===== config.mk =====
export PLATFORM = sky130hd
export DESIGN_NAME = tsb_front
export DESIGN_NICKNAME = d
export VERILOG_FILES = /design/src/tsb_pkg.sv /design/src/tsb_front.sv
export SDC_FILE = /design/constraint.sdc
export NUM_CORES = 2
export LEC_CHECK = 0
export BUFFER_PORTS_ARGS = -buffer_cell sky130_fd_sc_hd__buf_4
export CAP_MARGIN = 30
export CORE_MARGIN = 2
export CORE_UTILIZATION = 34
export CTS_CLUSTER_DIAMETER = 100
export DETAILED_ROUTE_END_ITERATION = 16
export GPL_ROUTABILITY_DRIVEN = 0
export GPL_TIMING_DRIVEN = 0
export SETUP_SLACK_MARGIN = 0.4
export SYNTH_ARGS = -nofsm -noshare
export SYNTH_HDL_FRONTEND = slang
export SYNTH_SLANG_ARGS = --single-unit

===== constraint.sdc =====
create_clock -name clk -period 15.75 [get_ports clk]
set_input_delay 3.15 -clock clk [delete_from_list [all_inputs] [get_ports clk]]
set_output_delay 3.15 -clock clk [all_outputs]
set_load 0.03 [all_outputs]

===== src/tsb_pkg.sv =====
// tsb_pkg: shared constants, register indexes, item kinds and structs of the
// texture sampler. No dependencies; every other file of the block imports it.
package tsb_pkg;

	localparam int STORE_TEXELS  = 65536;
	localparam int MAX_DIMENSION = 4096;
	localparam int WEIGHT_BITS   = 8;

	localparam int ADDR_W     = $clog2(STORE_TEXELS);
	localparam int DIM_W      = 13;
	localparam int PITCH_W    = 17;
	localparam int INDEX_W    = 16;
	localparam int TEXEL_W    = 32;
	localparam int COORD_W    = 32;
	localparam int CHAN_W     = 24;
	localparam int CFG_IDX_W  = 3;
	localparam int CFG_DATA_W = 17;

	localparam int FRAC_W      = 16;
	localparam int UNIT        = 1 << FRAC_W;
	localparam int HALF        = 1 << (FRAC_W - 1);
	localparam int MAP_W       = FRAC_W + 1;
	localparam int SCALED_W    = MAP_W + DIM_W;
	localparam int WIDE_ADDR_W = DIM_W + PITCH_W;

	localparam int WT_W       = WEIGHT_BITS + 1;
	localparam int PROD_WT_W  = 2 * WEIGHT_BITS + 1;
	localparam int ACC_W      = 8 + 2 * WEIGHT_BITS;
	localparam int SHIFT_DOWN = (2 * WEIGHT_BITS >= 16) ? 2 * WEIGHT_BITS - 16 : 0;
	localparam int SHIFT_UP   = (2 * WEIGHT_BITS < 16) ? 16 - 2 * WEIGHT_BITS : 0;

	localparam int QUEUE_DEPTH = 4;
	localparam int QPTR_W      = $clog2(QUEUE_DEPTH);
	localparam int QCNT_W      = $clog2(QUEUE_DEPTH + 1);

	localparam logic [CFG_IDX_W-1:0] REG_TEX_WIDTH     = CFG_IDX_W'(0);
	localparam logic [CFG_IDX_W-1:0] REG_TEX_HEIGHT    = CFG_IDX_W'(1);
	localparam logic [CFG_IDX_W-1:0] REG_ROW_PITCH     = CFG_IDX_W'(2);
	localparam logic [CFG_IDX_W-1:0] REG_REPEAT_MODE   = CFG_IDX_W'(3);
	localparam logic [CFG_IDX_W-1:0] REG_BILINEAR_MODE = CFG_IDX_W'(4);

	typedef enum logic {
		CMD_WRITE  = 1'b0,
		CMD_SAMPLE = 1'b1
	} command_t;

	typedef enum logic [2:0] {
		KIND_WRITE,
		KIND_DROP,
		KIND_ERROR,
		KIND_NEAREST,
		KIND_BILINEAR
	} kind_t;

	typedef enum logic [2:0] {
		B_IDLE,
		B_WRITE,
		B_ERROR,
		B_READ,
		B_DRAIN
	} back_state_t;

	typedef struct packed {
		logic [DIM_W-1:0]   tex_width;
		logic [DIM_W-1:0]   tex_height;
		logic [PITCH_W-1:0] row_pitch;
		logic               repeat_mode;
		logic               bilinear_mode;
	} cfg_t;

	typedef struct packed {
		kind_t                    kind;
		logic [3:0][ADDR_W-1:0]   addr;
		logic [WEIGHT_BITS-1:0]   wx;
		logic [WEIGHT_BITS-1:0]   wy;
		logic [TEXEL_W-1:0]       texel;
	} entry_t;

endpackage


===== src/tsb_front.sv =====
// tsb_front: classifies accepted items, maps coordinates and computes the
// texel addresses and weights of a sample. Depends on tsb_pkg.
module tsb_front import tsb_pkg::*; (
	input  logic                       clk,
	input  logic                       arst_n,
	input  cfg_t                       cfg,
	input  logic                       accept,
	input  logic                       command,
	input  logic [INDEX_W-1:0]         texel_index,
	input  logic [TEXEL_W-1:0]         texel_rgba,
	input  logic signed [COORD_W-1:0]  coord_u,
	input  logic signed [COORD_W-1:0]  coord_v,
	output logic                       push,
	output entry_t                     push_entry
);

	function automatic logic [MAP_W-1:0] map_coord(input logic [COORD_W-1:0] raw,
			input logic rep);
		logic [MAP_W-1:0] r;
		if (rep) begin
			r = MAP_W'(raw[FRAC_W-1:0]);
		end else if (raw[COORD_W-1]) begin
			r = '0;
		end else if (raw > COORD_W'(UNIT)) begin
			r = MAP_W'(UNIT);
		end else begin
			r = raw[MAP_W-1:0];
		end
		return r;
	endfunction

	// index one below h, wrapped or clamped
	function automatic logic [DIM_W-1:0] fix_low(input logic [DIM_W-1:0] h,
			input logic [DIM_W-1:0] size, input logic rep);
		logic [DIM_W-1:0] r;
		if (h == '0) begin
			r = rep ? size - DIM_W'(1) : '0;
		end else begin
			r = h - DIM_W'(1);
		end
		return r;
	endfunction

	// index h, which may equal size
	function automatic logic [DIM_W-1:0] fix_high(input logic [DIM_W-1:0] h,
			input logic [DIM_W-1:0] size, input logic rep);
		logic [DIM_W-1:0] r;
		if (h == size) begin
			r = rep ? '0 : size - DIM_W'(1);
		end else begin
			r = h;
		end
		return r;
	endfunction

	logic [WIDE_ADDR_W-1:0] span_c;
	logic                   err_c;
	logic                   write_ok_c;
	logic [MAP_W-1:0]       map_u_c, map_v_c;

	logic                   valid_s1;
	kind_t                  kind_s1;
	logic [SCALED_W-1:0]    su_s1, sv_s1;
	logic [INDEX_W-1:0]     index_s1;
	logic [TEXEL_W-1:0]     texel_s1;

	logic [SCALED_W-1:0]    px_c, py_c;
	logic [DIM_W-1:0]       hx_c, hy_c, nx_c, ny_c;
	logic [DIM_W-1:0]       xa_c, xb_c, ya_c, yb_c;
	logic [WIDE_ADDR_W-1:0] row_a_c, row_b_c;
	logic                   bil_c;

	assign span_c = WIDE_ADDR_W'(cfg.tex_height - DIM_W'(1)) * WIDE_ADDR_W'(cfg.row_pitch);

	assign err_c = (cfg.tex_width == '0) || (cfg.tex_height == '0) ||
		(32'(cfg.tex_width) > 32'(MAX_DIMENSION)) ||
		(32'(cfg.tex_height) > 32'(MAX_DIMENSION)) ||
		(cfg.row_pitch < PITCH_W'(cfg.tex_width)) ||
		(32'(span_c) + 32'(cfg.tex_width) > 32'(STORE_TEXELS));

	assign write_ok_c = 32'(texel_index) < 32'(STORE_TEXELS);
	assign map_u_c    = map_coord(coord_u, cfg.repeat_mode);
	assign map_v_c    = map_coord(coord_v, cfg.repeat_mode);

	always_ff @(posedge clk or negedge arst_n) begin
		if (!arst_n) begin
			valid_s1 <= 1'b0;
		end else begin
			valid_s1 <= accept;
		end
	end

	always_ff @(posedge clk) begin
		if (accept) begin
			if (command_t'(command) == CMD_WRITE) begin
				kind_s1 <= write_ok_c ? KIND_WRITE : KIND_DROP;
			end else if (err_c) begin
				kind_s1 <= KIND_ERROR;
			end else begin
				kind_s1 <= cfg.bilinear_mode ? KIND_BILINEAR : KIND_NEAREST;
			end
			su_s1    <= SCALED_W'(map_u_c) * SCALED_W'(cfg.tex_width);
			sv_s1    <= SCALED_W'(map_v_c) * SCALED_W'(cfg.tex_height);
			index_s1 <= texel_index;
			texel_s1 <= texel_rgba;
		end
	end

	// bilinear indices come from floor(X + 1), nearest from floor(u * size)
	assign px_c  = su_s1 + SCALED_W'(HALF);
	assign py_c  = sv_s1 + SCALED_W'(HALF);
	assign hx_c  = px_c[FRAC_W +: DIM_W];
	assign hy_c  = py_c[FRAC_W +: DIM_W];
	assign nx_c  = su_s1[FRAC_W +: DIM_W];
	assign ny_c  = sv_s1[FRAC_W +: DIM_W];
	assign bil_c = kind_s1 == KIND_BILINEAR;

	assign xa_c = bil_c ? fix_low(hx_c, cfg.tex_width, cfg.repeat_mode)
		: fix_high(nx_c, cfg.tex_width, cfg.repeat_mode);
	assign ya_c = bil_c ? fix_low(hy_c, cfg.tex_height, cfg.repeat_mode)
		: fix_high(ny_c, cfg.tex_height, cfg.repeat_mode);
	assign xb_c = fix_high(hx_c, cfg.tex_width, cfg.repeat_mode);
	assign yb_c = fix_high(hy_c, cfg.tex_height, cfg.repeat_mode);

	assign row_a_c = WIDE_ADDR_W'(ya_c) * WIDE_ADDR_W'(cfg.row_pitch);
	assign row_b_c = WIDE_ADDR_W'(yb_c) * WIDE_ADDR_W'(cfg.row_pitch);

	assign push = valid_s1;

	always_comb begin
		push_entry       = '0;
		push_entry.kind  = kind_s1;
		push_entry.texel = texel_s1;
		if (kind_s1 == KIND_WRITE || kind_s1 == KIND_DROP) begin
			push_entry.addr[0] = ADDR_W'(index_s1);
		end else begin
			push_entry.addr[0] = ADDR_W'(row_a_c + WIDE_ADDR_W'(xa_c));
			push_entry.addr[1] = ADDR_W'(row_a_c + WIDE_ADDR_W'(xb_c));
			push_entry.addr[2] = ADDR_W'(row_b_c + WIDE_ADDR_W'(xa_c));
			push_entry.addr[3] = ADDR_W'(row_b_c + WIDE_ADDR_W'(xb_c));
			if (bil_c) begin
				push_entry.wx = px_c[FRAC_W-1 -: WEIGHT_BITS];
				push_entry.wy = py_c[FRAC_W-1 -: WEIGHT_BITS];
			end
		end
	end

endmodule


==> flow_summary.ini <==
[run_status]
outcome = finished, final reports clean

[timing]
finalCritPeriodShare_pct = 94.3
hold-worst-slack_ps = 2490
finalWorstSetupSlack_ps = 893
clock.fmax_mhz = 67.3
finalCriticalPeriod_ps = 14860
hold_viol = 0
worst_pin_slew_ps = 1060
rsz0062_at_grt = true
drv_slew = 0
slew-limit-headroom_pct = 29.3
final-setup-viol-count = 0

[detailed_routing]
drtAntennaViolNets = 0
viasPerCell = 5.17
routed_wl_mm = 130
drc = 0
drt_iter0_markers = 2690
drt-pass1-iter-count = 6
num_vias = 33200
detail_route.wl_per_cell_um = 20.3

[synthesis]
synth_edf_count = 93
synth-main-ff-cell = edfxtp_1
synth.distinct_cells = 89
synthCells = 4587
yosys_register_bits = 94
syn_avg_cell_area_um2 = 8.50
synth_warnings = 0
synth_area_um2 = 39000
seq_area_frac_synth_pct = 7.23
synthArstFlopShare_pct = 1.06
synth_nets = 5815

[clocking]
clock_sinks = 94
cts_tree = done
path_clk_slew_ps = 80
cts_buffer_depth = 2
ctsHoldBuffers = 0
cts-htree-levels = 3
cts_inserted_buffers = 9
clk_root_buffer_cell = clkbuf_16

[setup_path]
max_stage_delay_ps = 590
path_max_fanout = 10
cp_data_arrival_time_ps = 11710
crit_path_start_kind = primary input
critPathKind = primary input to output port
cp_num_buf_inv = 11
endpoint_kind = output port
cp.required_ps = 12600
cpMaxStageDelayCell = ha_1
worstSetupPathDepth = 35
cpLargestDelayFamily = adder cells
crit_top_cell = inv_1

[floorplanning]
die_area_um2 = 117000
dieHeight_um = 343
core_um2 = 114000
die_w_um = 343
start_util_pct = 34.2
rows = 124
io_pins = 277

[placement]
dp_slack_ps = 186
dp_hpwl_mm = 109
postPlaceCellArea_um2 = 43100
dp_cells = 6386
port_buffers = 270

[cells_and_area]
design_area_um2 = 43400
drive_gt1_share_pct = 7.95
area_delta_synth_final_pct = 11.4
final_cells = 6407
nets = 6114

[global_routing]
grt_overflow = 0
track_usage_pct = 22.3
grt_pass1_wl_mm = 200
grt_pass1_vias = 33800
grt_max_degree = 66
antenna_found_initial = 13

[hold_path]
hold_class = primary input to asynchronous set/reset pin

[run]
max_cap_viol_count = 0
[metal layers]
layer	wire length [um]	part of all wire [%]	global-route usage (%)
met5	116	0.089	0
met4	4590	3.5	7.63
met3	11300	8.7	4.40
met2	59800	46	36.0
met1	54100	42	29.7
[layout make-up]
class                   instances  area [um2]
fillers                     11700       70600
multi-input cells            3447       32300
inverters                     799        3000
flip-flops and latches         94        2820
repair buffers                288        2180
well taps                    1512        1890
plain buffers                 247         976
clock buffers                   9         225
clock inverters                 7        46.3
diodes                          4        10.0
[per-stage QoR]
step	TNS [ps]	utilization [%]
6_report	0	38.1
3_3_place_gp	-426	37.6
5_1_grt	0	38.1
2_1_floorplan	0	-
4_1_cts	0	38.0
3_5_place_dp	0	37.8
[cell families (layout without fill, tap and decap cells)]
kind of cell,count (synthesis),in the layout,synth area share (%)
compound gates,462,462,7.66
xor+xnor,284,284,6.67
mux,43,43,1.14
buf+inv,1046,1350,10.2
fa+ha+maj,1067,1067,47.2
simple gates,1591,1591,20.0
flops,94,94,7.23
other cells,0,4,0
[timing repair]
action	in CTS	in global routing
pin swaps	1	0
endpoints found under the setup margin	7	15
buffers inserted	1	0
resized for setup	4	22
gates cloned	0	0
[how the worst max path moves through the flow]
stage,slack (ps),from,end
after floorplan,1750,cfg[23],push_entry[110]
after global placement,-180,cfg[20],push_entry[62]
after detailed placement,190,cfg[23],push_entry[111]
after CTS,510,cfg[20],push_entry[62]
after global routing,390,cfg[27],push_entry[62]
final,890,cfg[19],push_entry[79]
[cell usage after synthesis (9+ instances only)]
master,count,share of area [%]
a211oi_1,21,0.40
a21boi_0,11,0.21
a21o_1,41,0.79
a21oi_1,130,1.7
a311oi_1,9,0.20
a31oi_1,12,0.19
and2_1,154,2.5
and3_1,173,2.8
clkbuf_1,225,2.2
edfxtp_1,93,7.2
fa_1,671,34
ha_1,396,13
inv_1,799,7.7
mux2_2,10,0.29
mux2i_1,33,0.85
nand2_1,677,6.5
nand2b_1,32,0.51
nand3_1,46,0.59
nand4_1,26,0.42
nor2_1,204,2.0
nor2b_1,108,1.7
nor3_1,44,0.56
nor3b_1,13,0.25
nor4_1,41,0.66
o2111ai_1,9,0.20
o211ai_1,10,0.19
o21a_1,24,0.46
o21ai_0,100,1.3
o21bai_1,25,0.48
o31ai_1,13,0.25
or2_2,16,0.26
or3_1,14,0.22
xnor2_1,197,4.4
xor2_1,79,1.8
[state kept, by name, indices dropped and copies added (netlist names)]
signal and count:
index_s1 16, kind_s1 3, push 1, su_s1 21
sv_s1 21, texel_s1 32
[layout by cell type (no fill, tap or decap), types with 41 or more instances in the layout]
master / instances
a21o_1: 41
a21oi_1: 128
and2_1: 154
and3_1: 173
buf_4: 286
clkbuf_1: 216
edfxtp_1: 93
fa_1: 671
ha_1: 396
inv_1: 799
nand2_1: 677
nand3_1: 46
nor2_1: 202
nor2b_1: 108
nor3_1: 44
nor4_1: 41
o21ai_0: 98
xnor2_1: 193
xor2_1: 79
Power is left out: the tool's default activity adds up to more than one toggle a clock period on the data nets, which glitch-free logic cannot reach.
