**src/tsb_pkg.sv**
```systemverilog
// tsb_pkg: shared constants, register indexes, item kinds and structs of the
// texture sampler. No dependencies; every other file of the block imports it.
package tsb_pkg;

	localparam int STORE_TEXELS  = 65536;
	localparam int MAX_DIMENSION = 4096;
	localparam int WEIGHT_BITS   = 8;

	localparam int ADDR_W     = $clog2(STORE_TEXELS);
	localparam int DIM_W      = 13;
	localparam int PITCH_W    = 17;
	localparam int INDEX_W    = 16;
	localparam int TEXEL_W    = 32;
	localparam int COORD_W    = 32;
	localparam int CHAN_W     = 24;
	localparam int CFG_IDX_W  = 3;
	localparam int CFG_DATA_W = 17;

	localparam int FRAC_W      = 16;
	localparam int UNIT        = 1 << FRAC_W;
	localparam int HALF        = 1 << (FRAC_W - 1);
	localparam int MAP_W       = FRAC_W + 1;
	localparam int SCALED_W    = MAP_W + DIM_W;
	localparam int WIDE_ADDR_W = DIM_W + PITCH_W;

	localparam int WT_W       = WEIGHT_BITS + 1;
	localparam int PROD_WT_W  = 2 * WEIGHT_BITS + 1;
	localparam int ACC_W      = 8 + 2 * WEIGHT_BITS;
	localparam int SHIFT_DOWN = (2 * WEIGHT_BITS >= 16) ? 2 * WEIGHT_BITS - 16 : 0;
	localparam int SHIFT_UP   = (2 * WEIGHT_BITS < 16) ? 16 - 2 * WEIGHT_BITS : 0;

	localparam int QUEUE_DEPTH = 4;
	localparam int QPTR_W      = $clog2(QUEUE_DEPTH);
	localparam int QCNT_W      = $clog2(QUEUE_DEPTH + 1);

	localparam logic [CFG_IDX_W-1:0] REG_TEX_WIDTH     = CFG_IDX_W'(0);
	localparam logic [CFG_IDX_W-1:0] REG_TEX_HEIGHT    = CFG_IDX_W'(1);
	localparam logic [CFG_IDX_W-1:0] REG_ROW_PITCH     = CFG_IDX_W'(2);
	localparam logic [CFG_IDX_W-1:0] REG_REPEAT_MODE   = CFG_IDX_W'(3);
	localparam logic [CFG_IDX_W-1:0] REG_BILINEAR_MODE = CFG_IDX_W'(4);

	typedef enum logic {
		CMD_WRITE  = 1'b0,
		CMD_SAMPLE = 1'b1
	} command_t;

	typedef enum logic [2:0] {
		KIND_WRITE,
		KIND_DROP,
		KIND_ERROR,
		KIND_NEAREST,
		KIND_BILINEAR
	} kind_t;

	typedef enum logic [2:0] {
		B_IDLE,
		B_WRITE,
		B_ERROR,
		B_READ,
		B_DRAIN
	} back_state_t;

	typedef struct packed {
		logic [DIM_W-1:0]   tex_width;
		logic [DIM_W-1:0]   tex_height;
		logic [PITCH_W-1:0] row_pitch;
		logic               repeat_mode;
		logic               bilinear_mode;
	} cfg_t;

	typedef struct packed {
		kind_t                    kind;
		logic [3:0][ADDR_W-1:0]   addr;
		logic [WEIGHT_BITS-1:0]   wx;
		logic [WEIGHT_BITS-1:0]   wy;
		logic [TEXEL_W-1:0]       texel;
	} entry_t;

endpackage

```
**src/tsb_queue.sv**
```systemverilog
// tsb_queue: short first-in first-out queue of classified items between the
// front and the back of the sampler. Depends on tsb_pkg.
module tsb_queue import tsb_pkg::*; (
	input  logic   clk,
	input  logic   arst_n,
	input  logic   push,
	input  entry_t push_entry,
	input  logic   pop,
	output entry_t head,
	output logic   empty
);

	entry_t              slot_q [QUEUE_DEPTH];
	logic [QPTR_W-1:0]   wr_ptr_q, rd_ptr_q;
	logic [QCNT_W-1:0]   count_q;

	assign head  = slot_q[rd_ptr_q];
	assign empty = count_q == '0;

	always_ff @(posedge clk) begin
		if (push) begin
			slot_q[wr_ptr_q] <= push_entry;
		end
	end

	always_ff @(posedge clk or negedge arst_n) begin
		if (!arst_n) begin
			wr_ptr_q <= '0;
			rd_ptr_q <= '0;
			count_q  <= '0;
		end else begin
			if (push) begin
				wr_ptr_q <= (32'(wr_ptr_q) == QUEUE_DEPTH - 1) ? '0 : wr_ptr_q + QPTR_W'(1);
			end
			if (pop) begin
				rd_ptr_q <= (32'(rd_ptr_q) == QUEUE_DEPTH - 1) ? '0 : rd_ptr_q + QPTR_W'(1);
			end
			unique case ({push, pop})
				2'b10:   count_q <= count_q + QCNT_W'(1);
				2'b01:   count_q <= count_q - QCNT_W'(1);
				default: count_q <= count_q;
			endcase
		end
	end

`ifndef NO_ASSERTIONS
	a_no_overflow: assert property (@(posedge clk) disable iff (!arst_n)
		!(push && !pop && count_q == QCNT_W'(QUEUE_DEPTH)))
		else $error("queue overflow");
	a_no_underflow: assert property (@(posedge clk) disable iff (!arst_n)
		!(pop && count_q == '0))
		else $error("queue underflow");
`endif

endmodule

```
**config.mk**
```make
export PLATFORM = sky130hd
export DESIGN_NAME = tsb_queue
export DESIGN_NICKNAME = d
export VERILOG_FILES = /design/src/tsb_pkg.sv /design/src/tsb_queue.sv
export SDC_FILE = /design/constraint.sdc
export NUM_CORES = 1
export LEC_CHECK = 0
export ABC_AREA = 1
export BUFFER_PORTS_ARGS = -buffer_cell sky130_fd_sc_hd__buf_4
export CORE_MARGIN = 2
export CORE_UTILIZATION = 35
export DETAILED_ROUTE_END_ITERATION = 10
export SKIP_CTS_REPAIR_TIMING = 1
export SLEW_MARGIN = 20
export SYNTH_ARGS = -nofsm -noshare
export SYNTH_HDL_FRONTEND = slang
export SYNTH_SLANG_ARGS = --single-unit
```
**constraint.sdc**
```tcl
create_clock -name clk -period 10.69 [get_ports clk]
set_clock_uncertainty 0.05 [all_clocks]
set_input_delay 1.069 -clock clk [delete_from_list [all_inputs] [get_ports clk]]
set_output_delay 1.069 -clock clk [all_outputs]
set_load 0.01 [all_outputs]
```
==> results.tsv, run 1 <==
metric	value	unit
cts-root-buf	clkbuf_16	
gr-total-overflow	0	
setup-violations-final	0	
slew_viol_final	0	
vias	10827	
drt_wl_total	41.0	mm
pwr-share-clk	0.263	
h-tree-depth	2	
placed_cell_area	21700	um^2
drv_cap	0	
io_buffers	234	
gp_congestion	0.684	
hold_path.class	input pin to asynchronous set/reset pin	
rsz0062_at_grt	no	
dp_slack	6200	ps
synthArstFlopShare	0.0150	
drt-initial-drc-count	564	
yosysWarnings	0	
ys_top_cells_by_area	edfxtp_1 (71%), o211ai_2 (10%), nand2_1 (6.9%), inv_1 (4.7%), o211ai_1 (2.7%)	
synthAdderAreaFrac	0.00487	
multiInputGateArea	4030	um^2
hold_violations	0	
synth_common_cells	edfxtp_1 (460), nand2_1 (358), inv_1 (243), o211ai_2 (161), o211ai_1 (69)	
powerDensity	264	nW/um^2
power.leakage	9.35	nW
grt_usage	0.142	
period_needed	5060	ps
start_util	0.354	
cts_buffer_depth	3	
synth_edf_count	460	
cp_data_required_time	9570	ps
n_fill_cell	5051	
synth_nets	1521	
die-area	57700	um^2
worstMarginPinSlew	1080	ps
fin_ws	5630	ps
synth_top_area_cell	edfxtp_1	
max_freq	198	MHz
cts_tree	yes	
synth_compound_area_frac	0.131	
ys_seq_area_frac	0.716	
fin_util	0.422	
clock_latency	580	ps
final_cell_area	23300	um^2
grt_pass1_vias	11008	
numCtsBuffers	51	
num_rows	86	
crit_fanout	112	
muxShareOfSynthArea	0	
combPwrFrac	0.336	
io_pins	235	
nNetsFinal	1742	
maxSlewHeadroom	0.280	
die_w	240	um
synth_top_area_frac	0.707	
clk_pin_slew	60	ps
syn_inst	1395	
final-seq-area	14000	um^2
grt_max_degree	113	
synth_ff_type	edfxtp_1	
status	complete, no violations	
core	55200	um^2
synth_xor_area_frac	0.000448	
synth-seq-cells	467	
crit_arrival	3940	ps
total_power	6.14	mW
max-vdd-ir-drop	0.000156	V
p_int	4.06	mW
cts_num_sinks	467	
place_hpwl	23.2	mm
fin_setup_tns	0	ps
wl_per_cell	17.0	um
drive_gt1_frac	0.288	
fin_hold_ws	241	ps
syn_avg_cell_area	14.0	um^2
netSwitchingPower	2.09	mW
antenna_found_initial	3	
dp_cells	2311	
final_antenna_net_count	0	
viasPerCell	4.50	
synth_top_family_by_area	compound AO/OA/AOI/OAI gates	
fin_crit_sh	0.473	
drcViolationCount	0	
crit_type	flip-flop to primary output	
netlist-cell-type-count	20	
grt_pass1_wl	62.8	mm
synth_area	19500	um^2
synth_most_common_cell	edfxtp_1	
die_h	240	um
yosys.area_share.simple	0.0700	
firstDrtPassIters	6	
stdcell_count	2405	
power_frac_seq	0.401	
p_sw_frac	0.340	
end_kind	primary output	
area_delta_synth_final	19.1	%
worstSetupStartpointType	flip-flop	
r2r_cells	5	
## placed cells by master, fill, tap and decap left out, drive strengths merged
master and n:
ha 6, clkinv 24, nand2 358, dfrtp 7, nor3 1, o211ai 230
nor2 2, diode 2, xnor2 1, bufinv 1, edfxtp 460, nand4 1
inv 246, clkbuf 66, nand3 1, fa 1, buf 245, o21ai 5
## worst max-delay path, stage by stage, from the launching register on
cell	delay [ps]
dfrtp_1	450
inv_8	500
buf_4	850
buf_4	880
nand2_1	170
o211ai_2	110
nand2_1	70
buf_4	150
## per-layer routing
metal	up-vias	GRT usage	part of all wire
met1	5228	0.171	0.41
met2	224	0.245	0.50
met4	0	0.0446	0.023
met5	-	0	0
met3	70	0.0435	0.062
li1	5305	-	-
## cell families (layout without fill, tap and decap cells)
kind of cell / count (synthesis) / in the layout
other cells: 0 / 2
buf+inv: 322 / 582
simple gates: 363 / 363
compound gates: 235 / 235
fa+ha+maj: 7 / 7
flops: 467 / 467
xor+xnor: 1 / 1
## power groups by stage
| stage | sequential (mW) | clock, mW | combinational, mW |
|---|---|---|---|
| final | 2.47 | 1.61 | 2.06 |
| after floorplan | 2.47 | 0 | 1.38 |
| after CTS | 2.47 | 1.67 | 2.13 |
| after global routing | 2.49 | 1.73 | 2.30 |
| after global placement | 2.50 | 0 | 2.10 |
| after detailed placement | 2.51 | 0 | 2.13 |
## area by class of cell
type | instances | share of cell area
Antenna cell | 2 | 0.000215
Clock buffer | 66 | 0.0591
Clock inverter | 26 | 0.00618
Inverter | 245 | 0.0409
Multi-Input combinational cell | 606 | 0.173
Sequential cell | 467 | 0.601
Tap cell | 748 | 0.0402
Timing Repair Buffer | 245 | 0.0790
## flip-flops by register name (all words and copies together), names as in the netlist
signal / cells
rd_ptr_q: 2
count_q: 3
slot_q: 460
wr_ptr_q: 2
## path summary, 6_finish.rpt
path                            slack (ps)             to   startpoint
worst max-delay path                  5630       head[39]  rd_ptr_q[0]
worst max register to register        8090  slot_q[2][29]  wr_ptr_q[0]
worst min-delay path                   240     count_q[1]       arst_n
max in group asynchronous            10210    rd_ptr_q[1]       arst_n
worst min register to register         450     count_q[2]   count_q[2]
min in group clk                       450     count_q[2]   count_q[2]
No activity file was read; power rests on OpenSTA's default activity.
==> run 2, diff against run 1 <==
Clock period 10.69 ns to 5.1 ns, I/O delays scaled along.
==> results.tsv, run 2 (same netlist as run 1, synthesis figures left out) <==
metric	value	unit	change
worstPathCellList	inv_6, buf_4, o211ai_1, nand2_1, buf_4		was inv_8, buf_4, buf_4, nand2_1, o211ai_2, nand2_1, buf_4
worstMarginPinSlew	919	ps	was 1080 ps
top_register	slot_q		unchanged
dp_cells	2313		was 2311
drt-initial-drc-count	517		was 564
stdcell_count	2409		was 2405
fin_setup_tns	0	ps	unchanged
io_pins	235		unchanged
status	complete, no violations		unchanged
gp_congestion	0.751		was 0.684
die-area	57700	um^2	unchanged
final_cell_area	23500	um^2	was 23300 um^2
r2r-end	slot_q[3][44]		was slot_q[2][29]
crit_fanout	72		was 112
drt_wl_total	41.8	mm	was 41.0 mm
grt_pass1_vias	11332		was 11008
min_path_cells	1		
crit_arrival	3010	ps	was 3940 ps
grt_usage	0.147		was 0.142
p_sw_frac	0.336		was 0.340
crit_path_frequent_cell	buf_4		unchanged
max_freq	280	MHz	
final_antenna_net_count	0		unchanged
core	55200	um^2	unchanged
pwr-share-clk	0.273		was 0.263
num_rows	86		unchanged
r2r_cells	4		was 5
netSwitchingPower	4.41	mW	was 2.09 mW
largest_register_ffs	460		unchanged
antenna_found_initial	4		was 3
power.leakage	9.44	nW	was 9.35 nW
holdCritStartpoint	push_entry[85]		
fin_crit_sh	0.700		
drive_gt1_frac	0.293		was 0.288
power_frac_seq	0.394		was 0.401
combPwrFrac	0.333		was 0.336
firstDrtPassIters	7		was 6
cts-root-buf	clkbuf_16		unchanged
cpPeakStageDelay	770	ps	was 880 ps
largestRegisters	slot_q: 460 flops, count_q: 3 flops		unchanged
vias	10972		was 10827
min_to	slot_q[1][85]		
cts_tree	yes		unchanged
mostFrequentLayoutCells	edfxtp_1 (460), nand2_1 (358), buf_4 (241), inv_1 (239), o211ai_2 (161)		was edfxtp_1 (460), nand2_1 (358), buf_4 (245), inv_1 (239), o211ai_2 (161)
area_delta_synth_final	20.1	%	was 19.1%
cts_num_sinks	467		unchanged
io_buffers	234		unchanged
powerDensity	559	nW/um^2	was 264 nW/um^2
cts_buffer_depth	3		unchanged
p_int	8.71	mW	was 4.06 mW
end_kind	primary output		unchanged
crit_type	flip-flop to primary output		unchanged
grt_pass1_wl	64.7	mm	was 62.8 mm
placed_cell_area	21800	um^2	was 21700 um^2
hold_path.class	input pin to flip-flop		was input pin to asynchronous set/reset pin
die_h	240	um	unchanged
slowest_stage	inv_6		was buf_4
clk_pin_slew	60	ps	about the same
fin_hold_ws	87.1	ps	was 241 ps
period_needed	3570	ps	
max-vdd-ir-drop	0.000290	V	was 0.000156 V
cp_data_required_time	4540	ps	was 9570 ps
drcViolationCount	0		unchanged
die_w	240	um	unchanged
numCtsBuffers	51		unchanged
reg2reg_from	wr_ptr_q[0]		unchanged
wl_per_cell	17.3	um	was 17.0 um
rsz0062_at_grt	no		unchanged
grt_max_degree	130		was 113
maxSlewHeadroom	0.387		was 0.280
h-tree-depth	2		unchanged
slew_viol_final	0		unchanged
hold_violations	0		unchanged
final_common_cell	edfxtp_1		unchanged
viasPerCell	4.55		was 4.50
setup-violations-final	0		unchanged
fin_util	0.425		was 0.422
start_util	0.354		unchanged
gr-total-overflow	0		unchanged
clock_latency	560	ps	was 580 ps
worstSetupStartpointType	flip-flop		unchanged
nNetsFinal	1745		was 1742
place_hpwl	24.2	mm	was 23.2 mm
r2r_setup_slack	2870	ps	was 8090 ps
drv_cap	0		unchanged
## run 2: changes by cell type in the layout (fill, tap and decap cells not counted), sizes merged
cell,change
buf,+2
bufinv,+3
dlygate4sd3,+1
clkbuf,-3
clkinv,+1
## run 2: worst max-delay path by stage
stage | startpoint | end | slack (ps) | cells past startpoint
after global placement | rd_ptr_q[1] | head[107] | 2090 | 5
after global routing | rd_ptr_q[1] | head[79] | 1350 | 5
after floorplan | push | slot_q[3][0] | 1530 | 3
after CTS | rd_ptr_q[1] | head[107] | 1430 | 5
final | rd_ptr_q[1] | head[93] | 1530 | 5
after detailed placement | rd_ptr_q[1] | head[107] | 2070 | 5
## run 2: final cells by class
type / count / area (um^2)
flip-flops and latches: 467 / 14000
diodes: 2 / 5.00
well taps: 748 / 936
clock buffers: 63 / 1380
clock inverters: 30 / 240
multi-input cells: 606 / 4030
repair buffers: 248 / 1940
fillers: 5069 / 31700
inverters: 245 / 952
## run 2: worst max-delay path, delay by kind of cell (launching register included)
| family | cells | cell delay (ps) |
|---|---|---|
| compound gates | 1 | 170 |
| buf+inv | 3 | 1340 |
| flops | 1 | 740 |
| simple gates | 1 | 110 |
## run 2: through the flow
step	total power, mW	worst slack (ps)
CTS	13.4	1430
floorplan	8.09	1530
finish	13.1	1530
global placement	9.69	2090
global route	13.9	1350
detailed placement	9.75	2070
## run 2: metal layers
layer	wire length (um)	global-route usage
met1	17500	0.182
met2	20900	0.255
met3	2220	0.0292
met4	1100	0.0510
met5	30	0
## run 2: power by group through the flow
stage	Sequential, mW	Clock, mW	Combinational (mW)
global route	5.22	3.83	4.87
detailed placement	5.25	0	4.50
CTS	5.17	3.69	4.51
finish	5.17	3.58	4.37
floorplan	5.19	0	2.90
global placement	5.23	0	4.46
==> run 3, diff against run 2 <==
Clock period 5.1 ns to 3.7 ns, I/O delays scaled along.
==> results.tsv, run 3 (same netlist as run 1, synthesis figures left out) <==
metric	value	unit	change
max-vdd-ir-drop	0.000389	V	was 0.000290 V
final_common_cell	edfxtp_1		unchanged
period_needed	2970	ps	
grt_max_degree	81		was 130
crit_type	flip-flop to primary output		unchanged
gr-total-overflow	0		unchanged
combPwrFrac	0.347		was 0.333
hold_violations	0		unchanged
start_util	0.354		unchanged
drt_wl_total	42.0	mm	was 41.8 mm
cts-root-buf	clkbuf_16		unchanged
die-area	57700	um^2	unchanged
largest_register_ffs	460		unchanged
vias	11302		was 10972
pwr-share-clk	0.263		was 0.273
worstSetupStartpointType	flip-flop		unchanged
area_delta_synth_final	26.5	%	was 20.1%
drcViolationCount	0		unchanged
cts_num_sinks	467		unchanged
final_antenna_net_count	0		unchanged
clk_pin_slew	60	ps	about the same
grt_usage	0.142		was 0.147
largestRegisters	slot_q: 460 flops, count_q: 3 flops		unchanged
wl_per_cell	16.6	um	was 17.3 um
grt_pass1_vias	10826		was 11332
p_int	12.1	mW	was 8.71 mW
gp_congestion	0.723		was 0.751
max_freq	336	MHz	
critPathTopFamily	buffers and inverters		unchanged
drt-initial-drc-count	541		was 517
rsz0062_at_grt	no		unchanged
total_power	18.1	mW	was 13.1 mW
fin_crit_sh	0.803		
clock_latency	570	ps	was 560 ps
crit_fanout	53		was 72
powerDensity	734	nW/um^2	was 559 nW/um^2
cpPeakStageDelay	680	ps	was 770 ps
worstPathCellList	inv_6, buf_4, o211ai_1, nand2_1, buf_4		unchanged
die_w	240	um	unchanged
grt_pass1_wl	62.2	mm	was 64.7 mm
antenna_found_initial	2		was 4
fin_util	0.448		was 0.425
maxSlewHeadroom	0.511		was 0.387
drive_gt1_frac	0.276		was 0.293
netSwitchingPower	6.09	mW	was 4.41 mW
nNetsFinal	1874		was 1745
num_rows	86		unchanged
dp_slack	1290	ps	was 2070 ps
core	55200	um^2	unchanged
fin_ws	727	ps	was 1530 ps
slew_viol_final	0		unchanged
top_register	slot_q		unchanged
fin_setup_tns	0	ps	unchanged
power_frac_seq	0.390		was 0.394
io_pins	235		unchanged
drv_cap	0		unchanged
setup-violations-final	0		unchanged
slowest_stage	dfrtp_4		was inv_6
end_kind	primary output		unchanged
firstDrtPassIters	4		was 7
cts_buffer_depth	3		unchanged
p_sw_frac	0.335		was 0.336
crit_arrival	2550	ps	was 3010 ps
io_buffers	234		unchanged
hold_path.class	input pin to asynchronous set/reset pin		was input pin to flip-flop
place_hpwl	24.5	mm	was 24.2 mm
viasPerCell	4.46		was 4.55
numCtsBuffers	50		was 51
power.leakage	9.95	nW	was 9.44 nW
worstMarginPinSlew	734	ps	was 919 ps
mostFrequentLayoutCells	edfxtp_1 (460), nand2_1 (358), buf_4 (251), inv_1 (239), o211ai_2 (161)		was edfxtp_1 (460), nand2_1 (358), buf_4 (241), inv_1 (239), o211ai_2 (161)
crit_path_frequent_cell	buf_4		unchanged
cts_tree	yes		unchanged
status	complete, no violations		unchanged
h-tree-depth	2		unchanged
cp_data_required_time	3280	ps	was 4540 ps
num_antenna_cells	0		was 2
critPathBufInv	3		unchanged
die_h	240	um	unchanged
## run 3: cell type report
type / instances / area, um^2
flip-flops and latches: 467 / 14000
clock buffers: 64 / 1370
multi-input cells: 606 / 4030
inverters: 245 / 952
clock inverters: 25 / 194
fillers: 4962 / 30500
well taps: 748 / 936
repair buffers: 378 / 3250
## run 3: path summary, 6_finish.rpt
path | start | end | slack, ps | cells after the start
min | arst_n | count_q[0] | 140 | 2
max reg2reg | wr_ptr_q[1] | slot_q[1][52] | 1550 | 5
max | rd_ptr_q[1] | head[40] | 730 | 5
max in group asynchronous | arst_n | rd_ptr_q[1] | 3320 | 2
min reg2reg | count_q[0] | count_q[0] | 450 | 1
min in group clk | count_q[0] | count_q[0] | 450 | 1
## run 3: through the flow
stage	instance area (um^2)	std cells	hold WS, ps
after floorplan	19500	1395	24.4
after global placement	22000	2326	143
after detailed placement	22000	2326	147
after CTS	23500	2415	-487
after global routing	24700	2533	112
final	24700	2533	136
## run 3: power by group through the flow
stage | clock [mW] | combinational [mW] | sequential [mW]
global route | 5.11 | 6.97 | 7.15
CTS | 4.92 | 6.37 | 7.08
detailed placement | 0 | 6.35 | 7.19
global placement | 0 | 6.28 | 7.16
floorplan | 0 | 4.00 | 7.15
finish | 4.78 | 6.30 | 7.07
## run 3: routing by layer
metal / GRT usage / part of all wire / vias up
met2: 0.244 / 0.50 / 194
met1: 0.171 / 0.42 / 5461
met3: 0.0408 / 0.052 / 62
li1: - / - / 5581
met4: 0.0448 / 0.020 / 4
met5: 0 / 0.00064 / -
